===== src/shd_pkg.sv =====
package shd_pkg;

    // Sizes of the pattern store and the symbol alphabet
    localparam int MAX_PATTERN = 64;
    localparam int SYMBOL_BITS = 32;
    localparam int IDX_BITS    = $clog2(MAX_PATTERN);
    localparam int CNT_BITS    = $clog2(MAX_PATTERN + 1);
    localparam int LEN_BITS    = 7;
    localparam int POS_BITS    = 32;

    // Configuration port
    localparam int DATA_BITS = 32;
    localparam int ADDR_BITS = 3;
    localparam logic REG_PATTERN_LENGTH = 1'b0;
    localparam logic [LEN_BITS-1:0] LEN_RESET = LEN_BITS'(1);

    // Command codes
    localparam logic CMD_PATTERN = 1'b0;
    localparam logic CMD_TEXT    = 1'b1;

    // Window control from the register block
    typedef struct packed {
        logic                restart;
        logic [IDX_BITS-1:0] len_m1;
    } t_cfg;

    // Per-cycle control broadcast to every cell
    typedef struct packed {
        logic shift;
        logic fresh;
        logic clear;
    } t_cell_ctl;

endpackage


===== src/shd_cell.sv =====
module shd_cell import shd_pkg::*; (
    input  logic                   i_clk,
    input  logic                   i_rst_n,
    input  t_cell_ctl              i_ctl,
    input  logic                   i_load,
    input  logic [SYMBOL_BITS-1:0] i_symbol,
    input  logic [CNT_BITS-1:0]    i_cnt,
    output logic [CNT_BITS-1:0]    o_cnt
);

    logic [SYMBOL_BITS-1:0] r_pat;
    logic [CNT_BITS-1:0]    r_cnt;
    logic [CNT_BITS-1:0]    n_cnt;
    logic [CNT_BITS-1:0]    w_base;
    logic                   w_miss;

    // Pattern symbol held by this cell, no reset
    always_ff @(posedge i_clk) begin
        if (i_load) begin
            r_pat <= i_symbol;
        end
    end

    // Running mismatch count taken from the left neighbor, or from zero on a fresh text
    assign w_miss = (i_symbol != r_pat);
    assign w_base = i_ctl.fresh ? '0 : i_cnt;

    always_comb begin
        n_cnt = r_cnt;
        if (i_ctl.clear) begin
            n_cnt = '0;
        end else if (i_ctl.shift) begin
            n_cnt = w_base + CNT_BITS'(w_miss);
        end
    end

    always_ff @(posedge i_clk) begin
        if (!i_rst_n) begin
            r_cnt <= '0;
        end else begin
            r_cnt <= n_cnt;
        end
    end

    assign o_cnt = r_cnt;

endmodule


===== src/shd_apb.sv =====
module shd_apb import shd_pkg::*; (
    input  logic                 i_clk,
    input  logic                 i_rst_n,
    input  logic                 psel,
    input  logic                 penable,
    input  logic                 pwrite,
    input  logic [ADDR_BITS-1:0] paddr,
    input  logic [DATA_BITS-1:0] pwdata,
    output logic [DATA_BITS-1:0] prdata,
    output logic                 pready,
    output t_cfg                 o_cfg
);

    logic [LEN_BITS-1:0] r_len;
    logic [IDX_BITS-1:0] r_len_m1;
    logic [IDX_BITS-1:0] n_len_m1;
    logic [LEN_BITS-1:0] w_wlen;
    logic                w_wr;
    logic                w_hit;

    assign pready = 1'b1;
    assign w_wr   = psel && penable && pwrite && pready;
    assign w_hit  = (paddr[2] == REG_PATTERN_LENGTH);
    assign w_wlen = pwdata[LEN_BITS-1:0];

    // Clamp the written length to 1..MAX_PATTERN, kept as length minus one
    always_comb begin
        priority if (w_wlen == '0) begin
            n_len_m1 = '0;
        end else if (w_wlen > LEN_BITS'(MAX_PATTERN)) begin
            n_len_m1 = IDX_BITS'(MAX_PATTERN - 1);
        end else begin
            n_len_m1 = IDX_BITS'(w_wlen - LEN_BITS'(1));
        end
    end

    always_ff @(posedge i_clk) begin
        if (!i_rst_n) begin
            r_len    <= LEN_RESET;
            r_len_m1 <= '0;
        end else if (w_wr && w_hit) begin
            r_len    <= w_wlen;
            r_len_m1 <= n_len_m1;
        end
    end

    assign prdata         = w_hit ? DATA_BITS'(r_len) : '0;
    assign o_cfg.restart  = w_wr && w_hit;
    assign o_cfg.len_m1   = r_len_m1;

endmodule


===== src/sliding_hamming_distance.sv =====
// A text transfer reaches the outputs through the cell chain update, then the
// output register.
// Throughput: 1 item per cycle unless o_in_stall; all cells update together.
// Reset (synchronous, active low) clears the counts, window state, output valid
// and sets pattern_length to 1; the pattern store holds until written.
module sliding_hamming_distance import shd_pkg::*; (
    input  logic                   i_clk,
    input  logic                   i_rst_n,
    input  logic                   psel,
    input  logic                   penable,
    input  logic                   pwrite,
    input  logic [ADDR_BITS-1:0]   paddr,
    input  logic [DATA_BITS-1:0]   pwdata,
    output logic [DATA_BITS-1:0]   prdata,
    output logic                   pready,
    input  logic                   i_in_valid,
    output logic                   o_in_stall,
    input  logic                   i_command,
    input  logic [SYMBOL_BITS-1:0] i_symbol,
    input  logic [IDX_BITS-1:0]    i_pattern_index,
    input  logic                   i_new_text,
    output logic                   o_out_valid,
    input  logic                   i_out_stall,
    output logic [CNT_BITS-1:0]    o_distance,
    output logic [POS_BITS-1:0]    o_alignment
);

    t_cfg                w_cfg;
    t_cell_ctl           w_ctl;
    logic [CNT_BITS-1:0] w_cnt [MAX_PATTERN];

    logic                r_p1_valid;
    logic [POS_BITS-1:0] r_p1_align;
    logic [LEN_BITS-1:0] r_seen;
    logic [POS_BITS-1:0] r_start;
    logic                r_out_valid;
    logic [CNT_BITS-1:0] r_out_dist;
    logic [POS_BITS-1:0] r_out_align;

    logic                w_accept;
    logic                w_adv;
    logic                w_text;
    logic                w_pat;
    logic                w_restart;
    logic [LEN_BITS-1:0] w_seen_base;
    logic [LEN_BITS-1:0] w_seen_inc;
    logic [POS_BITS-1:0] w_start_base;
    logic                w_res;

    shd_apb u_apb (
        .i_clk   (i_clk),
        .i_rst_n (i_rst_n),
        .psel    (psel),
        .penable (penable),
        .pwrite  (pwrite),
        .paddr   (paddr),
        .pwdata  (pwdata),
        .prdata  (prdata),
        .pready  (pready),
        .o_cfg   (w_cfg)
    );

    // Handshake: the result stage moves when the output register is free
    assign w_adv      = !r_out_valid || !i_out_stall;
    assign o_in_stall = r_p1_valid && !w_adv;
    assign w_accept   = i_in_valid && !o_in_stall;
    assign w_text     = w_accept && (i_command == CMD_TEXT);
    assign w_pat      = w_accept && (i_command == CMD_PATTERN);
    assign w_restart  = w_pat || w_cfg.restart;

    assign w_ctl.shift = w_text;
    assign w_ctl.fresh = i_new_text;
    assign w_ctl.clear = w_restart;

    // Chain of cells, counts flow from cell k-1 to cell k
    for (genvar k = 0; k < MAX_PATTERN; k++) begin : g_cell
        logic [CNT_BITS-1:0] w_left;
        if (k == 0) begin : g_head
            assign w_left = '0;
        end else begin : g_body
            assign w_left = w_cnt[k-1];
        end
        shd_cell u_cell (
            .i_clk    (i_clk),
            .i_rst_n  (i_rst_n),
            .i_ctl    (w_ctl),
            .i_load   (w_pat && (i_pattern_index == IDX_BITS'(k))),
            .i_symbol (i_symbol),
            .i_cnt    (w_left),
            .o_cnt    (w_cnt[k])
        );
    end

    // Window bookkeeping
    assign w_seen_base  = i_new_text ? '0 : r_seen;
    assign w_seen_inc   = (w_seen_base < LEN_BITS'(MAX_PATTERN)) ?
                          w_seen_base + LEN_BITS'(1) : w_seen_base;
    assign w_start_base = i_new_text ? '0 : r_start;
    assign w_res        = w_seen_inc > LEN_BITS'(w_cfg.len_m1);

    always_ff @(posedge i_clk) begin
        if (!i_rst_n) begin
            r_seen     <= '0;
            r_start    <= '0;
            r_p1_valid <= 1'b0;
        end else begin
            if (w_restart) begin
                r_seen  <= '0;
                r_start <= '0;
            end else if (w_text) begin
                r_seen <= w_seen_inc;
                if (w_res) begin
                    r_start <= w_start_base + POS_BITS'(1);
                end else begin
                    r_start <= w_start_base;
                end
            end
            if (w_accept || w_adv) begin
                r_p1_valid <= w_text && w_res;
            end
        end
    end

    always_ff @(posedge i_clk) begin
        if (w_text) begin
            r_p1_align <= w_start_base;
        end
    end

    // Output register: picks the count of the last active cell
    always_ff @(posedge i_clk) begin
        if (!i_rst_n) begin
            r_out_valid <= 1'b0;
        end else if (w_adv) begin
            r_out_valid <= r_p1_valid;
        end
    end

    always_ff @(posedge i_clk) begin
        if (w_adv) begin
            r_out_dist  <= w_cnt[w_cfg.len_m1];
            r_out_align <= r_p1_align;
        end
    end

    assign o_out_valid = r_out_valid;
    assign o_distance  = r_out_dist;
    assign o_alignment = r_out_align;

endmodule


===== config.mk =====
export PLATFORM = sky130hd
export DESIGN_NAME = sliding_hamming_distance
export DESIGN_NICKNAME = d
export VERILOG_FILES = /design/src/shd_pkg.sv /design/src/shd_cell.sv /design/src/shd_apb.sv /design/src/sliding_hamming_distance.sv
export SDC_FILE = /design/constraint.sdc
export NUM_CORES = 2
export LEC_CHECK = 0
export BUFFER_PORTS_ARGS = -buffer_cell sky130_fd_sc_hd__clkbuf_2
export CELL_PAD_IN_SITES_DETAIL_PLACEMENT = 1
export CELL_PAD_IN_SITES_GLOBAL_PLACEMENT = 1
export CORE_MARGIN = 8
export CORE_UTILIZATION = 45
export CTS_CLUSTER_SIZE = 12
export DETAILED_ROUTE_END_ITERATION = 8
export PLACE_DENSITY_LB_ADDON = 0.1
export SLEW_MARGIN = 25
export SYNTH_ARGS = -nofsm -noshare
export SYNTH_HDL_FRONTEND = slang
export SYNTH_SLANG_ARGS = --single-unit

===== constraint.sdc =====
create_clock -name i_clk -period 4.75 [get_ports i_clk]
set_input_delay 0.95 -clock i_clk [delete_from_list [all_inputs] [get_ports i_clk]]
set_output_delay 0.95 -clock i_clk [all_outputs]
set_load 0.05 [all_outputs]

==> report_table.html <==
<table>
<tr><th>Metric</th><th>Value</th></tr>
<tr><th colspan="2">Outcome</th></tr>
<tr><td>Outcome</td><td>completed</td></tr>
<tr><th colspan="2">Finish</th></tr>
<tr><td>Layout cell share with drive strength beyond 1</td><td>12.6%</td></tr>
<tr><td>Area taken by flip-flops and latches</td><td>0.0733 mm2</td></tr>
<tr><td>Area growth syn-to-layout</td><td>15.2%</td></tr>
<tr><td>Area taken by multi-input logic gates</td><td>0.0405 mm2</td></tr>
<tr><td>Layout net count</td><td>between 9k and 10k</td></tr>
<tr><td>Util after Layout</td><td>between 50 and 60%</td></tr>
<tr><td>Fill cell count</td><td>25.1k</td></tr>
<tr><th colspan="2">Pwr</th></tr>
<tr><td>Worst voltage drop across the vdd grid</td><td>0.000391 V</td></tr>
<tr><td>Combinational share of power</td><td>7.1%</td></tr>
<tr><td>Register share of total power</td><td>49.9%</td></tr>
<tr><td>Power consumption</td><td>0.0500 W</td></tr>
<tr><td>Psw</td><td>approximately 0.012 W</td></tr>
<tr><td>Proportion of power drawn by the clock network</td><td>43.1%</td></tr>
<tr><td>Cell leakage power</td><td>between 40 and 50 nW</td></tr>
<tr><td>Fraction of power spent switching nets</td><td>23.2%</td></tr>
<tr><td>PD cells</td><td>roughly 380 mW/mm2</td></tr>
<tr><td>Internal power consumption</td><td>0.0384 W</td></tr>
<tr><th colspan="2">Floorplan</th></tr>
<tr><td>Die X</td><td>523 um</td></tr>
<tr><td>Cell Rows</td><td>186</td></tr>
<tr><td>Area of the die</td><td>approximately 0.27 mm2</td></tr>
<tr><td>Starting Density</td><td>45.1%</td></tr>
<tr><td>Core box area</td><td>0.256 mm2</td></tr>
<tr><td>Count of boundary I/O pins</td><td>156</td></tr>
<tr><td>Y dimension of the die</td><td>523 um</td></tr>
<tr><th colspan="2">Worst setup path</th></tr>
<tr><td>CP peak stage delay</td><td>0.59 ns</td></tr>
<tr><td>Kind of capture point of the worst setup path</td><td>register</td></tr>
<tr><td>Highest fanout seen on the critical path</td><td>33</td></tr>
<tr><td>Critical Path RT</td><td>5.48 ns</td></tr>
<tr><td>Cell family with the largest share of critical-path delay</td><td>simple AND/OR/NAND/NOR gates</td></tr>
<tr><td>CP max-delay cell</td><td>nor4_1</td></tr>
<tr><td>Startpoint Class</td><td>input port</td></tr>
<tr><td>Class of the most critical setup path</td><td>input port to register</td></tr>
<tr><td>Data arrival, critical path</td><td>~4.5 ns</td></tr>
<tr><td>Cells along the critical path</td><td>clkbuf_8 &gt; buf_4 &gt; xnor2_1 &gt; nand4_1 &gt; nor4_1 &gt; nand2_1 &gt; ha_1 &gt; ha_1 &gt; nand3_1 &gt; nor2_1 &gt; xnor2_1 &gt; o21ai_0 &gt; o21ai_0 &gt; nor2_1</td></tr>
<tr><td>CP Buf/Inv Count</td><td>2</td></tr>
<tr><th colspan="2">Clock network</th></tr>
<tr><td>Post-CTS setup-driven buffer insertion count</td><td>0</td></tr>
<tr><td>Clock tree root buffer cell</td><td>clkbuf_16</td></tr>
<tr><td>Total CTS buffers</td><td>~300</td></tr>
<tr><td>CTS H-tree lvls</td><td>5</td></tr>
<tr><td>Clock Path Buffers</td><td>4</td></tr>
<tr><td>Number of sinks handled by clock tree synthesis</td><td>2600</td></tr>
<tr><td>Post-CTS Resized</td><td>0</td></tr>
<tr><td>TritonCTS clock tree</td><td>yes</td></tr>
<tr><td>Count of hold-fix buffers inserted at cts</td><td>0</td></tr>
<tr><td>Clk Latency, worst-skew pair</td><td>0.86 ns</td></tr>
<tr><td>Register clock-pin slew on the reported worst setup and hold paths</td><td>around 0.06 ns</td></tr>
<tr><th colspan="2">Synthesis</th></tr>
<tr><td>List of most frequent post-synthesis cells</td><td>2265 x xnor2_1, 2119 x edfxtp_1, 527 x nand4_1</td></tr>
<tr><td>Largest area contributor in the netlist</td><td>edfxtp_1</td></tr>
<tr><td>Fraction of synthesized cell area in xor and xnor cells</td><td>17.9%</td></tr>
<tr><td>Synth top area cells</td><td>edfxtp_1 55%, xnor2_1 17%, dfxtp_1 8.3%</td></tr>
<tr><td>Fraction of synthesized cell area taken by the top area cell type</td><td>55.1%</td></tr>
<tr><td>Distinct cell type count of the synthesized netlist</td><td>72</td></tr>
<tr><td>Post-synthesis adder-cell area fraction</td><td>~1.5%</td></tr>
<tr><td>Number of warnings issued by yosys</td><td>0</td></tr>
<tr><td>Fraction of the mapped netlist area in simple logic gates</td><td>under 10%</td></tr>
<tr><td>Netlist area before placement</td><td>0.116 mm2</td></tr>
<tr><td>Post-Synthesis Mean Instance Area</td><td>13.4 um2</td></tr>
<tr><td>Sequential fraction of the synthesis area</td><td>63.4%</td></tr>
<tr><td>Flop and latch count out of synthesis</td><td>2600</td></tr>
<tr><td>Multiplexer fraction of the synthesized cell area</td><td>roughly 2.1%</td></tr>
<tr><td>Most numerous cell in the Yosys netlist</td><td>xnor2_1</td></tr>
<tr><td>Post-synth top flop</td><td>edfxtp_1</td></tr>
<tr><td>Compound-cell area share of the yosys netlist</td><td>3.49%</td></tr>
<tr><td>Main combinational cell family by area after synthesis</td><td>XOR/XNOR gates</td></tr>
<tr><td>Cells after Synth</td><td>8638</td></tr>
<tr><td>Number of flops mapped to enable cells by yosys</td><td>2119</td></tr>
<tr><td>Share of synthesized flip-flops with an asynchronous set or reset</td><td>0%</td></tr>
<tr><th colspan="2">Detailed routing</th></tr>
<tr><td>Drt via density</td><td>5.61</td></tr>
<tr><td>Pre-antenna DRT Iters</td><td>5</td></tr>
<tr><td>WL/cell</td><td>27.1 um</td></tr>
<tr><td>Total Routed Length</td><td>343000 um</td></tr>
<tr><td>Number of DRC markers in iteration 0</td><td>5366</td></tr>
<tr><td>Post-route DRC</td><td>0</td></tr>
<tr><td>Count of antenna-violating nets left after detailed routing</td><td>0</td></tr>
<tr><td>Number of vias in the routed layout</td><td>71.0k</td></tr>
<tr><th colspan="2">Job</th></tr>
<tr><td>Maximum Capacitance Violations</td><td>0</td></tr>
<tr><th colspan="2">STA</th></tr>
<tr><td>Hold Violations, Final</td><td>0</td></tr>
<tr><td>Worst-case hold slack</td><td>0.395 ns</td></tr>
<tr><td>Unrepaired setup endpoints after global routing</td><td>no</td></tr>
<tr><td>Peak clock frequency supported by timing</td><td>0.268 GHz</td></tr>
<tr><td>Skew final</td><td>between 0.07 and 0.08 ns</td></tr>
<tr><td>Slew of the pin with the lowest slew margin</td><td>around 1.2 ns</td></tr>
<tr><td>Fin crit share</td><td>between 70% and 80%</td></tr>
<tr><td>Worst slew margin relative to its limit</td><td>21.0%</td></tr>
<tr><td>Final Slew Violations</td><td>0</td></tr>
<tr><td>Total setup violations reported at the end of the flow</td><td>0</td></tr>
<tr><td>Setup TNS after final layout</td><td>0 ns</td></tr>
<tr><td>Post-layout minimum cycle time</td><td>between 3 and 4 ns</td></tr>
<tr><th colspan="2">GRT</th></tr>
<tr><td>Total congestion overflow after global routing</td><td>0</td></tr>
<tr><td>Maximum number of pins on one net before global-route repair</td><td>173</td></tr>
<tr><td>Antenna violations before repair</td><td>22</td></tr>
<tr><td>Vias in the first global route</td><td>74.4k</td></tr>
<tr><td>Wire length of the first global-routing pass</td><td>about 500000 um</td></tr>
<tr><td>Overall routing resource usage</td><td>24.7%</td></tr>
<tr><th colspan="2">Place</th></tr>
<tr><td>Total half-perimeter wirelength after legalization and detailed placement</td><td>221000 um</td></tr>
<tr><td>Count of buffers inserted at the top-level ports</td><td>102</td></tr>
<tr><td>Final weighted congestion in routability-driven placement</td><td>0.802</td></tr>
<tr><th colspan="2">Min path</th></tr>
<tr><td>Path type of the worst min-delay path</td><td>register to register</td></tr>
</table>
==> metal layers <==
| metal | vias to the layer above | part of all wire (%) | track usage, % |
|---|---|---|---|
| li1 | 31900 | - | - |
| met1 | 37200 | 45 | 34.2 |
| met2 | 1442 | 48 | 41.7 |
| met3 | 482 | 3.7 | 2.41 |
| met4 | 0 | 2.9 | 6.51 |
| met5 | - | 0 | 0 |
==> layout by cell type, fill, tap and decap left out, types with 68 or more instances in the layout <==
master | netlist | layout
xnor2_1 | 2265 | 2265
edfxtp_1 | 2119 | 2119
nand4_1 | 527 | 527
nand2_1 | 493 | 492
dfxtp_1 | 481 | 478
buf_4 | 32 | 382
nor2_1 | 446 | 381
clkbuf_16 | 0 | 305
a21oi_1 | 292 | 291
nor2b_1 | 229 | 228
nand3_1 | 157 | 156
ha_1 | 135 | 135
nor4_1 | 132 | 132
o21ai_0 | 128 | 128
nor3_1 | 127 | 127
buf_12 | 0 | 121
xor2_1 | 96 | 96
mux4_2 | 86 | 86
clkbuf_1 | 385 | 82
a211oi_1 | 79 | 79
clkbuf_2 | 0 | 69
a22oi_1 | 68 | 68
==> power by group through the flow <==
| stage | Sequential, W | Clock (W) | Combinational [W] |
|---|---|---|---|
| finish | 0.0249 | 0.0215 | 0.00354 |
| CTS | 0.0249 | 0.0220 | 0.00359 |
| global route | 0.0249 | 0.0228 | 0.00378 |
| detailed placement | 0.0254 | 0 | 0.00357 |
| floorplan | 0.0254 | 0 | 0.00188 |
| global placement | 0.0254 | 0 | 0.00350 |
==> final timing paths <==
kind	start	endpoint	slack [ns]	depth (start not counted)
max	i_symbol[3]	g_cell[63].u_cell.o_cnt[6]	1.01	14
min	r_p1_align[9]	o_alignment[9]	0.39	0
max reg2reg	u_apb.r_len_m1[3]	r_start[9]	1.03	9
min reg2reg	r_p1_align[9]	o_alignment[9]	0.39	0
==> registers in the layout (all words and copies together) (netlist names) <==
register,flops
u_apb.r_len_m1,6
o_distance,7
r_p1_align,32
g_cell.u_cell.o_cnt,427
r_start,32
u_apb.r_len,7
r_seen,7
o_alignment,32
r_p1_valid,1
o_out_valid,1
g_cell.u_cell.r_pat,2048
==> final cells by class <==
cell class,instances,share of cell area [%]
flip-flops and latches,2600,55.1
multi-input cells,5540,30.4
clock buffers,394,6.04
repair buffers,605,4.58
well taps,3384,3.18
clock inverters,119,0.660
inverters,17,0.0536
diodes,6,0.0113
==> stage by stage <==
stage          worst slack [ns]  instances  cell area (um2)
6_report                   1.01      12700           133000
2_1_floorplan            0.0698       8662           116000
4_1_cts                   0.957      12700           133000
3_3_place_gp              0.145      12100           124000
5_1_grt                   0.806      12700           133000
3_5_place_dp              0.101      12100           124000
==> cell families after synthesis <==
family                   count (synthesis)
flip-flops                            2600
adder cells (fa/ha/maj)                137
multiplexers                           138
AND/OR/NAND/NOR                       2217
XOR/XNOR                              2361
other                                    2
AO/OA/AOI/OAI                          661
buffers and inverters                  522
Power figures use the tool's default switching activity.
